<file path="config.mk">
export PLATFORM = sky130hd
export DESIGN_NAME = pe_dir64_relocation_walker_top
export DESIGN_NICKNAME = d
export VERILOG_FILES = /design/src/rtl/core/pdrw_pkg.sv /design/src/rtl/core/pe_dir64_relocation_walker_top.sv
export SDC_FILE = /design/constraint.sdc
export NUM_CORES = 1
export LEC_CHECK = 0
export BUFFER_PORTS_ARGS = -buffer_cell sky130_fd_sc_hd__buf_4
export CAP_MARGIN = 20
export CORE_AREA = 2 2 263 265
export CTS_BUF_LIST = sky130_fd_sc_hd__clkbuf_8
export DETAILED_ROUTE_END_ITERATION = 12
export DIE_AREA = 0 0 265 267
export GPL_ROUTABILITY_DRIVEN = 0
export SYNTH_ARGS = -nofsm -noshare
export SYNTH_HDL_FRONTEND = slang
export SYNTH_SLANG_ARGS = --single-unit
</file>
<file path="constraint.sdc">
create_clock -name clk_i -period 8.9 [get_ports clk_i]
set_clock_uncertainty 0.05 [all_clocks]
set_input_delay 1.78 -clock clk_i [delete_from_list [all_inputs] [get_ports clk_i]]
set_output_delay 1.78 -clock clk_i [all_outputs]
set_load 0.05 [all_outputs]
</file>
<file path="src/rtl/core/pdrw_pkg.sv">
`timescale 1ns / 1ps

package pdrw_pkg;

  localparam int unsigned WordWidth   = 16;
  localparam int unsigned AddrWidth   = 32;
  localparam int unsigned OffWidth    = 33;
  localparam int unsigned DeltaWidth  = 64;
  localparam int unsigned EntryWidth  = 31;
  localparam int unsigned TypeShift   = 12;
  localparam int unsigned PaddrWidth  = 5;
  localparam int unsigned PdataWidth  = 64;

  localparam logic [11:0] OffsetMask  = 12'hFFF;
  localparam logic [3:0]  TypeDir64   = 4'd10;
  localparam logic [3:0]  TypeAbsPad  = 4'd0;
  localparam logic [31:0] MinBlockLen = 32'd8;

  typedef enum logic [1:0] {
    REG_IMAGE_SIZE = 2'd0,
    REG_DIR_SIZE   = 2'd1,
    REG_DELTA      = 2'd2,
    REG_NONE       = 2'd3
  } reg_idx_e;

  typedef enum logic [2:0] {
    ST_HEADER  = 3'd0,
    ST_PATCH   = 3'd1,
    ST_PAD     = 3'd2,
    ST_SMALL   = 3'd3,
    ST_ODD     = 3'd4,
    ST_BOUNDS  = 3'd5,
    ST_TYPE    = 3'd6,
    ST_IGNORED = 3'd7
  } status_e;

  typedef enum logic [4:0] {
    PH_PAGE_LO = 5'b00001,
    PH_PAGE_HI = 5'b00010,
    PH_SIZE_LO = 5'b00100,
    PH_SIZE_HI = 5'b01000,
    PH_ENTRIES = 5'b10000
  } phase_e;

  typedef struct packed {
    logic                  op;
    logic [WordWidth-1:0]  word;
  } in_word_t;

  typedef struct packed {
    status_e               status;
    logic [OffWidth-1:0]   patch_offset;
    logic [DeltaWidth-1:0] add_value;
    logic                  last;
  } out_word_t;

endpackage

</file>
<file path="src/rtl/core/pe_dir64_relocation_walker_top.sv">
`timescale 1ns / 1ps

// Walks a PE base-relocation directory delivered as one 16-bit word per input word and returns
// one result word per directory word (a restart word returns none); DIR64 entries give the patch
// offset and the delta to add, and the first error stops the walk until the next restart. Each
// input word is decoded combinationally between the walk state and the result register, so one
// word is accepted every clock as long as the result register is empty or being drained, and a
// result appears in the cycle after its input word is taken. Program image_size, directory_size and
// relocation_delta over the APB port at byte addresses 0x0, 0x8 and 0x10 while the walker is idle.
module pe_dir64_relocation_walker_top
  import pdrw_pkg::*;
(
  input  logic                  clk_i,
  input  logic                  rst_ni,
  input  logic                  psel,
  input  logic                  penable,
  input  logic                  pwrite,
  input  logic [PaddrWidth-1:0] paddr,
  input  logic [PdataWidth-1:0] pwdata,
  output logic [PdataWidth-1:0] prdata,
  output logic                  pready,
  input  logic                  in_valid_i,
  output logic                  in_ready_o,
  input  in_word_t              in_data_i,
  output logic                  out_valid_o,
  input  logic                  out_ready_i,
  output out_word_t             out_data_o
);

  logic [AddrWidth-1:0]  image_size_q, dir_size_q;
  logic [DeltaWidth-1:0] delta_q;
  reg_idx_e              reg_idx;
  logic                  cfg_we;

  phase_e                phase_q, phase_d;
  logic [AddrWidth-1:0]  page_q, page_d;
  logic [WordWidth-1:0]  len_lo_q, len_lo_d;
  logic [EntryWidth-1:0] left_q, left_d;
  logic [AddrWidth-1:0]  seen_q, seen_d;
  logic                  halted_q, halted_d;

  logic                  out_valid_q, out_valid_d;
  out_word_t             out_data_q, out_data_d;

  logic                  in_fire, active;
  logic [AddrWidth:0]    seen_sum, target;
  logic [AddrWidth-1:0]  block_len, len_less8;
  logic [EntryWidth-1:0] left_dec;
  logic [3:0]            ent_type;

  assign pready  = 1'b1;
  assign reg_idx = reg_idx_e'(paddr[PaddrWidth-1:3]);
  assign cfg_we  = psel & penable & pwrite & pready;

  always_comb begin
    unique case (reg_idx)
      REG_IMAGE_SIZE: prdata = {32'd0, image_size_q};
      REG_DIR_SIZE:   prdata = {32'd0, dir_size_q};
      REG_DELTA:      prdata = delta_q;
      default:        prdata = '0;
    endcase
  end

  always_ff @(posedge clk_i or negedge rst_ni) begin
    if (!rst_ni) begin
      image_size_q <= '0;
      dir_size_q   <= '0;
      delta_q      <= '0;
    end else if (cfg_we) begin
      unique case (reg_idx)
        REG_IMAGE_SIZE: image_size_q <= pwdata[AddrWidth-1:0];
        REG_DIR_SIZE:   dir_size_q   <= pwdata[AddrWidth-1:0];
        REG_DELTA:      delta_q      <= pwdata;
        default: ;
      endcase
    end
  end

  assign in_ready_o  = !out_valid_q || out_ready_i;
  assign in_fire     = in_valid_i && in_ready_o;
  assign out_valid_o = out_valid_q;
  assign out_data_o  = out_data_q;

  assign active    = (delta_q != '0) && (dir_size_q != '0) && !halted_q && (seen_q < dir_size_q);
  assign seen_sum  = {1'b0, seen_q} + 33'd2;
  assign block_len = {in_data_i.word, len_lo_q};
  assign len_less8 = block_len - MinBlockLen;
  assign left_dec  = (left_q != '0) ? left_q - 31'd1 : left_q;
  assign ent_type  = in_data_i.word[WordWidth-1:TypeShift];
  assign target    = {1'b0, page_q} + {21'd0, in_data_i.word[TypeShift-1:0] & OffsetMask};

  always_comb begin
    phase_d    = phase_q;
    page_d     = page_q;
    len_lo_d   = len_lo_q;
    left_d     = left_q;
    seen_d     = seen_q;
    halted_d   = halted_q;
    out_data_d = '{status: ST_IGNORED, patch_offset: '0, add_value: '0, last: 1'b0};

    if (in_data_i.op) begin
      phase_d  = PH_PAGE_LO;
      page_d   = '0;
      len_lo_d = '0;
      left_d   = '0;
      seen_d   = '0;
      halted_d = 1'b0;
    end else if (active) begin
      seen_d          = seen_sum[AddrWidth] ? '1 : seen_sum[AddrWidth-1:0];
      out_data_d.last = seen_sum >= {1'b0, dir_size_q};
      unique case (phase_q)
        PH_PAGE_LO: begin
          page_d            = {16'd0, in_data_i.word};
          out_data_d.status = ST_HEADER;
          phase_d           = PH_PAGE_HI;
        end
        PH_PAGE_HI: begin
          page_d            = {in_data_i.word, page_q[WordWidth-1:0]};
          out_data_d.status = ST_HEADER;
          phase_d           = PH_SIZE_LO;
        end
        PH_SIZE_LO: begin
          len_lo_d          = in_data_i.word;
          out_data_d.status = ST_HEADER;
          phase_d           = PH_SIZE_HI;
        end
        PH_SIZE_HI: begin
          priority if (block_len < MinBlockLen) begin
            out_data_d.status = ST_SMALL;
            halted_d          = 1'b1;
            phase_d           = PH_PAGE_LO;
          end else if (block_len[0]) begin
            out_data_d.status = ST_ODD;
            halted_d          = 1'b1;
            phase_d           = PH_PAGE_LO;
          end else begin
            out_data_d.status = ST_HEADER;
            left_d            = len_less8[AddrWidth-1:1];
            phase_d           = (len_less8[AddrWidth-1:1] == '0) ? PH_PAGE_LO : PH_ENTRIES;
          end
        end
        PH_ENTRIES: begin
          priority if (ent_type == TypeDir64) begin
            if (target >= {1'b0, image_size_q}) begin
              out_data_d.status = ST_BOUNDS;
              halted_d          = 1'b1;
            end else begin
              out_data_d.status       = ST_PATCH;
              out_data_d.patch_offset = target;
              out_data_d.add_value    = delta_q;
            end
          end else if (ent_type == TypeAbsPad) begin
            out_data_d.status = ST_PAD;
          end else begin
            out_data_d.status = ST_TYPE;
            halted_d          = 1'b1;
          end
          left_d = left_dec;
          if (left_dec == '0 || halted_d) begin
            phase_d = PH_PAGE_LO;
          end
        end
        default: phase_d = PH_PAGE_LO;
      endcase
    end
  end

  always_comb begin
    out_valid_d = out_valid_q;
    if (in_fire && !in_data_i.op) begin
      out_valid_d = 1'b1;
    end else if (out_ready_i) begin
      out_valid_d = 1'b0;
    end
  end

  always_ff @(posedge clk_i or negedge rst_ni) begin
    if (!rst_ni) begin
      phase_q     <= PH_PAGE_LO;
      page_q      <= '0;
      len_lo_q    <= '0;
      left_q      <= '0;
      seen_q      <= '0;
      halted_q    <= 1'b0;
      out_valid_q <= 1'b0;
    end else begin
      out_valid_q <= out_valid_d;
      if (in_fire) begin
        phase_q  <= phase_d;
        page_q   <= page_d;
        len_lo_q <= len_lo_d;
        left_q   <= left_d;
        seen_q   <= seen_d;
        halted_q <= halted_d;
      end
    end
  end

  always_ff @(posedge clk_i) begin
    if (in_fire && !in_data_i.op) begin
      out_data_q <= out_data_d;
    end
  end

endmodule

</file>
==> results.toml, run 1 <==
[setup_path]
max_stage_delay_ps = 610
ff2ff_setup_slack_ps = 3190
cp.arrival_ps = 7180
reg2reg_depth = 21
critPathCaptureType = "flop"
cp_num_buf_inv = 4
timing.rr.start = "page_q[0]"
cp_slowest_cell = "xor2_1"
path_class = "input port to flop"
path_cells = "buf_4, ha_1, inv_1, fa_1, nand2b_1, a21oi_1, o21ai_0, a311oi_1, buf_4, nand2_1, nor2_1, xor2_1, ha_1, a21oi_1, o21ai_0, a22oi_1, o211ai_1, a31oi_1, nand2_1, nor3_2, buf_12, and2_1"
r2r_end = "out_data_o[32]"
critical_path_peak_fanout = 94
critical_path.top_delay_family = "compound AO/OA/AOI/OAI gates"
critPathLaunchType = "input port"
crit_required_ps = 9390

[pwr]
power_density_nw_per_um2 = 208
pwr-share-comb_pct = 28.9
p_sw_share_pct = 37.1
ir_drop_mv = 0.0987
leakage_uw = 0.0109
pwr-share-seq_pct = 41.5
power_uw = 5000
p_int_uw = 3150
netSwitchingPower_uw = 1860
pwr-share-clk_pct = 29.6

[grt]
grt_pass1_vias = 16800
grt_usage_pct = 18.5
antenna_found_initial = 3
use_met3_pct = 3.46
met1_usage_pct = 25.1
grt_util_met2_pct = 29.7
busiest_layer = "met2"
grt_start_max_net_pins = 135
grt_pass1_wl_mm = 101
grt_overflow = 0

[detailed_routing]
drc = 0
firstDrtPassIters = 6
first_iter_violations = 1762
viasPerCell = 5.28
wire_per_inst_um = 20.8
drtAntennaViolNets = 0
vias = 16900
routed_wl_mm = 66.3

[logic_synthesis]
yosys-top-cells-count = "dfrtp_1, nand2_1, o21ai_0"
synthAdderAreaFrac_pct = 7.12
synth_cell_types = 84
muxShareOfSynthArea_pct = 8.00
yosysMostFrequentCell = "dfrtp_1"
avgSynthCellArea_um2 = 9.90
synth_xor_area_share_pct = 3.74
synth_area_leader_cell = "dfrtp_1"
synth_compound_area_share_pct = 12.9
synth_nets = 2239
synth-main-ff-cell = "dfrtp_1"
synthArstFlopShare_pct = 70.9
syn_inst = 2033
synthSimpleGateAreaFrac_pct = 18.4
synth_edf_count = 101
syn_area_um2 = 20100
synth_top_family_by_area = "simple AND/OR/NAND/NOR gates"
ys_ff_latch = 347
ys_seq_area_share_pct = 45.7
ys_warn_count = 0
yosys.area.top_type_share_pct = 30.5
yosys-top-cells-area = "dfrtp_1, edfxtp_1, ha_1"

[placement]
dp_hpwl_mm = 48.3
portBuffers = 256

[min_path]
worstHoldEndpoint = "page_q[6]"
min-delay-path-class = "flop to flop"
worstHoldStart = "page_q[6]"
whs_path_depth = 1

[clocking]
cts_max_level = 2
numCtsBuffers = 56
worstSkewPairLatency_ps = 700
cts_tree = "done"
post_cts_buffers = 0
clock-sinks = 347
cts-hold-fix-buffers = 0
clkTransAtPathRegs_ps = 60
cts_buffer_depth = 3
ctsResizeCount = 0
cts_root_buffer = "clkbuf_8"

[timing]
slew_headroom_pct = 27.6
fin_crit_sh_pct = 75.2
rsz0062_at_grt = "no"
hold_viol = 0
min_period_ps = 6690
finalSetupTns_ps = 0
fmax_ghz = 0.149
drv_slew = 0
setup_viol = 0
tightest_slew_ps = 1080

[die]
die_y_um = 267
fp.dieW_um = 265
coreArea_um2 = 68000
rows = 96
initial_core_util_pct = 29.6
ioPinCount = 261
die_area_um2 = 70800

[layout]
fill_cells = 6865
finish.net_count = 2467
syn_to_final_growth_pct = 19.8
drive_gt1_share_pct = 21.5

[status]
status = "finished, final reports clean"

[job]
cap_violations = 0
## registers in the layout (all words and copies together) (netlist names)
| signal | count |
|---|---|
| phase_q | 5 |
| dir_size_q | 32 |
| left_q | 31 |
| page_q | 32 |
| len_lo_q | 16 |
| image_size_q | 32 |
| out_valid_o | 1 |
| halted_q | 1 |
| seen_q | 32 |
| out_data_o | 101 |
| delta_q | 64 |
## per-layer routing
layer  part of all wire, %  routed length [um]  vias up
met2                    45               30200      694
met4                   3.1                2040        0
met1                    44               29100     8261
li1                      -                   -     7768
met3                   7.6                5040      130
met5                     0                   0        -
## worst max-delay path by stage
stage	from	end	slack, ps	cells past startpoint
final	in_data_i[0]	out_data_o[32]	2210	22
after global routing	in_data_i[0]	out_data_o[16]	1970	22
after CTS	in_data_i[0]	out_data_o[67]	2420	22
after detailed placement	in_data_i[0]	out_data_o[47]	1700	22
after global placement	in_data_i[0]	out_data_o[3]	1760	22
after floorplan	in_data_i[0]	out_data_o[72]	2720	21
## cell usage in the layout, fill, tap and decap left out, types with 7 or more instances in the layout
| master | count |
|---|---|
| o31ai_1 | 7 |
| xor2_1 | 38 |
| dfrtp_1 | 245 |
| xnor2_1 | 48 |
| nor3b_1 | 7 |
| nand2b_1 | 10 |
| nand4_1 | 41 |
| nand3_1 | 35 |
| inv_1 | 123 |
| nand2_1 | 182 |
| edfxtp_1 | 101 |
| o21ai_0 | 171 |
| nor3_1 | 44 |
| nor2b_1 | 15 |
| a211oi_1 | 9 |
| a21oi_1 | 86 |
| clkinv_1 | 7 |
| nor4_1 | 49 |
| mux2_2 | 111 |
| a21o_1 | 23 |
| a22o_1 | 30 |
| clkbuf_8 | 63 |
| o211ai_1 | 8 |
| and2_1 | 132 |
| or3_1 | 9 |
| buf_4 | 269 |
| mux2i_1 | 36 |
| a31oi_1 | 13 |
| ha_1 | 112 |
| clkinv_2 | 8 |
| nor2_1 | 123 |
| and3_1 | 18 |
## area by class of cell
cell class                      instances  area [um2]  area share [%]
Clock inverter                         41         302            1.25
Timing Repair Buffer                  274        2100            8.73
Sequential cell                       347        9190            38.1
Clock buffer                           63         867            3.60
Tap cell                              882        1100            4.58
Antenna cell                            1        2.50          0.0104
Multi-Input combinational cell       1477       10100            42.1
Inverter                              105         397            1.64
## power groups by stage
stage	Clock [uW]	Sequential [uW]	Combinational [uW]
finish	1480	2080	1450
detailed placement	0	2100	1430
global route	1570	2100	1580
floorplan	0	2050	940
global placement	0	2100	1390
CTS	1510	2080	1430
## logic make-up (layout without fill, tap and decap cells)
group | Yosys count | in the layout
adder cells (fa/ha/maj) | 114 | 114
buffers and inverters | 209 | 483
flip-flops | 347 | 347
multiplexers | 147 | 147
AND/OR/NAND/NOR | 713 | 713
other | 2 | 3
XOR/XNOR | 86 | 86
AO/OA/AOI/OAI | 415 | 415
## stage by stage
stage	hold WS [ps]	worst slack (ps)	utilization, %	cells	cell area [um2]
after floorplan	414	2720	-	2033	20100
after global placement	436	1760	33.7	3082	22900
after detailed placement	437	1700	33.7	3082	22900
after CTS	459	2420	35.4	3186	24100
after global routing	479	1970	35.5	3190	24100
final	455	2210	35.5	3190	24100
Note: power is estimated with default switching activity, not from simulation.
==> inputs of run 2 (changes only) <==
ABC_AREA = 1   (was unset)
CORE_AREA = 2 2 269 271   (was 2 2 263 265)
DIE_AREA = 0 0 271 273   (was 0 0 265 267)
clock period = 5.43 ns   (was 8.9 ns; I/O delays follow)
==> run 2 against run 1 <==
Sequential share of layout area is 2.1 points lower. Routed wire length is 6.8% higher. Critical path depth is 3 higher. Utilization is 0.48 points higher. Synthesized area is 4.8% higher. Non-clock buffer count is 34 higher. Clock-buffer cell count is 9 higher. Critical path type unchanged.
==> results.toml, run 2 <==
[status]
status = "finished, final reports clean"

[logic_synthesis]
ys_warn_count = 0
yosys-top-cells-count = "nand2_1, inv_1, nor2_1"
yosys-top-cells-area = "dfrtp_1, edfxtp_1, nand2_1"
synth_edf_count = 101
ys_ff_latch = 347
synth-main-ff-cell = "dfrtp_1"
yosysMostFrequentCell = "nand2_1"
synth_nets = 2820
avgSynthCellArea_um2 = 8.07
syn_inst = 2614
syn_area_um2 = 21100
synth_cell_types = 55
synthArstFlopShare_pct = 70.9
ys_seq_area_share_pct = 43.6
synth_area_leader_cell = "dfrtp_1"
yosys.area.top_type_share_pct = 29.1

[pwr]
power_uw = 9180
power_density_nw_per_um2 = 360
ir_drop_mv = 0.196
leakage_uw = 0.0119

[clocking]
post_cts_buffers = 0
ctsResizeCount = 0
cts_tree = "done"
cts-hold-fix-buffers = 0
cts_max_level = 2
numCtsBuffers = 60
worstSkewPairLatency_ps = 720
clkTransAtPathRegs_ps = 70
clock-sinks = 347
cts_root_buffer = "clkbuf_8"
cts_buffer_depth = 3

[layout]
mostFrequentLayoutCells = "nand2_1, inv_1, nor2_1, buf_4, dfrtp_1"
syn_to_final_growth_pct = 21.0
largest_reg_flops = 101
multi_input_area_um2 = 10100
finish.net_count = 3098
drive_gt1_share_pct = 16.7
register_area_um2 = 9190
final_cells = 3893
final_common_cell = "nand2_1"
fill_cells = 7378

[timing]
drv_slew = 0
rsz0062_at_grt = "no"
fmax_ghz = 0.205
setup_viol = 0
slew_headroom_pct = 27.9
tightest_slew_ps = 1070
hold_viol = 0
fin_crit_sh_pct = 89.7
min_period_ps = 4870

[grt]
grt_pass1_wl_mm = 107
grt_start_max_net_pins = 85
antenna_found_initial = 2
grt_overflow = 0
grt_pass1_vias = 17900
grt_usage_pct = 18.6

[setup_path]
path_class = "input port to flop"
cp_slowest_cell = "o21ai_0"
critical_path.top_delay_family = "simple AND/OR/NAND/NOR gates"
reg2reg_depth = 24
critPathCaptureType = "flop"
ff2ff_setup_slack_ps = 760
path_common_cell = "nand2_1"
critPathLaunchType = "input port"
cp_num_buf_inv = 4
timing.rr.start = "page_q[0]"
critical_path_peak_fanout = 11
r2r_end = "out_data_o[65]"
critical_path_depth = 25
max_stage_delay_ps = 400
crit_required_ps = 5900
cp.arrival_ps = 5340

[detailed_routing]
drtAntennaViolNets = 0
drc = 0
wire_per_inst_um = 18.2
viasPerCell = 4.91
vias = 19100
firstDrtPassIters = 6
routed_wl_mm = 70.9
first_iter_violations = 1756

[placement]
dp_cells = 3780
portBuffers = 256
dp_hpwl_mm = 54.2

[die]
coreArea_um2 = 71000
die_area_um2 = 74000
rows = 98
initial_core_util_pct = 29.7
fp.dieW_um = 271
ioPinCount = 261
die_y_um = 273

[min_path]
min-delay-path-class = "input port to asynchronous set/reset pin"

[job]
cap_violations = 0
run 2: cell count changes after synthesis, sizes merged, moves of 29 or more:
cell and change:
a22o -30, nand3 +71, nor2 +259, inv +257
o221ai +29, mux2 -110, a21oi +38, xnor2 -35
mux2i -36, o21ai +87, and2 -132, xor2 +38
nand2 +323, nand4 +52
run 2: routing by layer:
layer / vias to the layer above / GRT usage, % / routed length, um
li1: 9205 / - / -
met1: 9127 / 25.8 / 32000
met3: 102 / 3.09 / 4690
met5: - / 0 / 12
met2: 683 / 30.2 / 32700
met4: 2 / 4.81 / 1530
run 2: where the power goes:
group          switching [uW]  internal [uW]  total, uW
Clock                    1200           1460       2660
Sequential                254           3080       3330
Combinational            2270            926       3190
Total                    3720           5460       9180
run 2: through the flow:
step           setup slack (ps)  utilization (%)  cell area [um2]  setup TNS (ps)  hold WS [ps]
2_1_floorplan               390                -            21100               0           409
5_1_grt                     238             35.9            25500               0           315
4_1_cts                     601             35.9            25500               0           293
3_3_place_gp              -24.6             34.1            24200            -457           432
3_5_place_dp               -114             34.1            24200           -6720           433
6_report                    558             35.9            25500               0           298
run 2: worst max-delay path by stage:
stage,start,to,slack (ps)
after floorplan,in_data_i[0],out_data_o[87],390
after global placement,in_data_i[0],out_data_o[25],-20
after detailed placement,in_data_i[0],out_data_o[25],-110
after CTS,in_data_i[0],out_data_o[25],600
after global routing,in_data_i[2],out_data_o[65],240
final,in_data_i[1],out_data_o[65],560
run 2: final cells by class:
cell class	count	area share [%]
flip-flops and latches	347	36.0
multi-input cells	1813	39.5
repair buffers	308	9.29
inverters	362	5.32
diodes	2	0.0196
clock inverters	39	1.31
well taps	950	4.66
clock buffers	72	3.88
run 2: worst reg2reg max path, stage by stage (launching register included):
cell	delay, ps
dfrtp_1	340
ha_1	170
inv_1	60
fa_1	420
o211ai_2	240
a21oi_2	110
o21ai_2	180
nand3_1	170
nor2_1	170
nand2_1	110
nor2_1	170
nand2_1	90
xor2_1	210
inv_1	70
ha_1	290
nand2_1	130
o21ai_0	100
nand3_1	70
a21oi_1	60
nor3_1	170
nand3_1	170
or2_1	260
or2_4	350
buf_4	270
nor2_4	110
run 2: cell families (layout without fill, tap and decap cells):
| kind of cell | after synthesis | count (layout) | share of synthesized area [%] |
|---|---|---|---|
| AND/OR/NAND/NOR | 1163 | 1163 | 25.4 |
| buffers and inverters | 454 | 781 | 8.78 |
| AO/OA/AOI/OAI | 445 | 445 | 11.7 |
| flip-flops | 347 | 347 | 43.6 |
| adder cells (fa/ha/maj) | 113 | 113 | 6.74 |
| XOR/XNOR | 89 | 89 | 3.70 |
| other | 2 | 4 | 0.0356 |
| multiplexers | 1 | 1 | 0.0534 |
==> inputs of run 3 (changes only) <==
CORE_AREA = 2 2 201 203   (was 2 2 269 271)
DIE_AREA = 0 0 203 205   (was 0 0 271 273)
PLACE_DENSITY = 0.74   (was unset)
clock period = 4.7 ns   (was 5.43 ns; I/O delays follow)
==> run 3 against run 2 <==
Highest routed layer is now met4. Via count is 4.2% higher. Design area down 1.5%. Sequential share of layout area increased by 0.55 points. Routed wire length is 5.7% lower. Largest cell class unchanged. Flip-flop and latch count is the same. Cell count shrank 10%. Setup slack got worse by 330 ps. Utilization increased by 28 points.
==> results.toml, run 3 (synthesis gave the netlist of run 2 again) <==
[die]
coreArea_um2 = 39400
fp.dieW_um = 203
rows = 73
die_y_um = 205
initial_core_util_pct = 53.6
die_area_um2 = 41600
ioPinCount = 261

[clocking]
cts_buffer_depth = 3
cts_tree = "done"
cts-hold-fix-buffers = 0
clkTransAtPathRegs_ps = 70
clock-sinks = 347
worstSkewPairLatency_ps = 700
cts_max_level = 2
cts_root_buffer = "clkbuf_8"
numCtsBuffers = 58

[pwr]
ir_drop_mv = 0.258
netSwitchingPower_uw = 4290
pwr-share-clk_pct = 26.4
power_density_nw_per_um2 = 415
leakage_uw = 0.0120
pwr-share-seq_pct = 36.8
p_sw_share_pct = 41.2
pwr-share-comb_pct = 36.8
p_int_uw = 6130

[grt]
grt_pass1_wl_mm = 104
grt_start_max_net_pins = 92
grt_overflow = 0
grt_pass1_vias = 18900
grt_usage_pct = 32.2
antenna_found_initial = 0

[status]
status = "finished, final reports clean"

[placement]
portBuffers = 256
dp_hpwl_mm = 50.0
dp_cells = 3386

[setup_path]
critPathCaptureType = "flop"
path_class = "flop to flop"
cp.arrival_ps = 4910
cp_num_buf_inv = 4
critPathLaunchType = "flop"
critical_path_peak_fanout = 27
path_cells = "ha_4, inv_2, fa_2, o211ai_4, a21oi_2, o21ai_2, nand3_2, nor2_4, nand2_2, inv_1, nand4_1, xor2_1, inv_1, ha_1, a21oi_1, o21ai_1, nand3_1, a21oi_1, nor3_1, nand3_1, or2_4, or2_4, buf_12, nor2_1"
max_stage_delay_ps = 410
crit_required_ps = 5140
critical_path.top_delay_family = "simple AND/OR/NAND/NOR gates"
cp_slowest_cell = "dfrtp_1"

[timing]
setup_viol = 0
tightest_slew_ps = 1050
whs_ps = 218
fmax_ghz = 0.224
drv_slew = 0
min_period_ps = 4470
slew_headroom_pct = 30.1
hold_viol = 0
fin_crit_sh_pct = 95.1

[layout]
drive_gt1_share_pct = 17.4
final_cells = 3497
syn_to_final_growth_pct = 19.2
fin_util_pct = 63.8
mostFrequentLayoutCells = "nand2_1, inv_1, buf_4, nor2_1, dfrtp_1"
finish.net_count = 3129
final_common_cell = "nand2_1"
largest_reg_flops = 101

[detailed_routing]
vias = 19900
routed_wl_mm = 66.8
first_iter_violations = 2007
drtAntennaViolNets = 0
viasPerCell = 5.69
firstDrtPassIters = 6
wire_per_inst_um = 19.1
drc = 0

[min_path]
min-delay-path-class = "input port to asynchronous set/reset pin"

[job]
cap_violations = 0
[run 3: cell types whose count changed in the layout (fill, tap and decap cells not counted), sizes merged]
| cell | before | now |
|---|---|---|
| buf | 308 | 340 |
| bufinv | 5 | 4 |
| clkbuf | 72 | 60 |
| clkinv | 13 | 23 |
| clkinvlp | 0 | 1 |
| diode | 2 | 1 |
| inv | 383 | 382 |
| or2 | 5 | 6 |
[run 3: repair_timing]
action,4_1_cts,5_1_grt
buffers inserted,0,1
setup endpoints to repair,0,25
resized for setup,0,2
[run 3: layout make-up]
cell class / count / area, um2
fill: 3371 / 14200
multi-input combinational: 1814 / 10100
sequential: 347 / 9190
timing repair buffer: 340 / 2640
inverter: 362 / 1360
clock buffer: 60 / 826
tap: 525 / 657
clock inverter: 48 / 332
antenna: 1 / 2.50
[run 3: final timing paths]
kind	to	cells after the start	slack (ps)	start
worst max-delay path	out_data_o[3]	24	230	page_q[0]
worst min-delay path	left_q[22]	1	220	rst_ni
worst max register to register	out_data_o[3]	24	230	page_q[0]
worst min register to register	left_q[30]	2	440	left_q[30]
max in group asynchronous	dir_size_q[9]	2	3390	rst_ni
min in group clk_i	delta_q[43]	3	400	pwdata[43]
[run 3: metal layers]
| layer | wire length, um | GRT usage (%) | part of all wire [%] | vias to the layer above |
|---|---|---|---|---|
| met5 | 0 | 0 | 0 | - |
| met4 | 2980 | 14.3 | 4.5 | 0 |
| met3 | 6570 | 6.08 | 9.8 | 207 |
| met2 | 30900 | 52.2 | 46 | 1073 |
| met1 | 26400 | 42.3 | 39 | 9378 |
| li1 | - | - | - | 9256 |
[run 3: power groups by stage]
stage | clock network, uW | logic, uW | registers (uW)
after global placement | 0 | 3650 | 3860
after CTS | 2770 | 3760 | 3830
after floorplan | 0 | 2370 | 3910
final | 2750 | 3840 | 3840
after detailed placement | 0 | 3750 | 3880
after global routing | 2910 | 4200 | 3880
[run 3: worst register-to-register path: stages, from the launching register on]
cell,delay [ps]
dfrtp_1,410
ha_4,160
inv_2,30
fa_2,360
o211ai_4,220
a21oi_2,100
o21ai_2,190
nand3_2,140
nor2_4,120
nand2_2,90
inv_1,80
nand4_1,90
xor2_1,190
inv_1,80
ha_1,300
a21oi_1,180
o21ai_1,80
nand3_1,80
a21oi_1,70
nor3_1,180
nand3_1,120
or2_4,260
or2_4,350
buf_12,210
nor2_1,130
[run 3: metrics by stage]
stage          setup WS, ps  cell area (um2)  TNS [ps]  power, uW
3_3_place_gp           -206            24000    -16300       7520
5_1_grt              -0.751            25100    -0.751      11000
4_1_cts                 248            25100         0      10400
2_1_floorplan         -7.69            21100      -417       6280
6_report                229            25100         0      10400
3_5_place_dp           -298            24000    -25710       7630
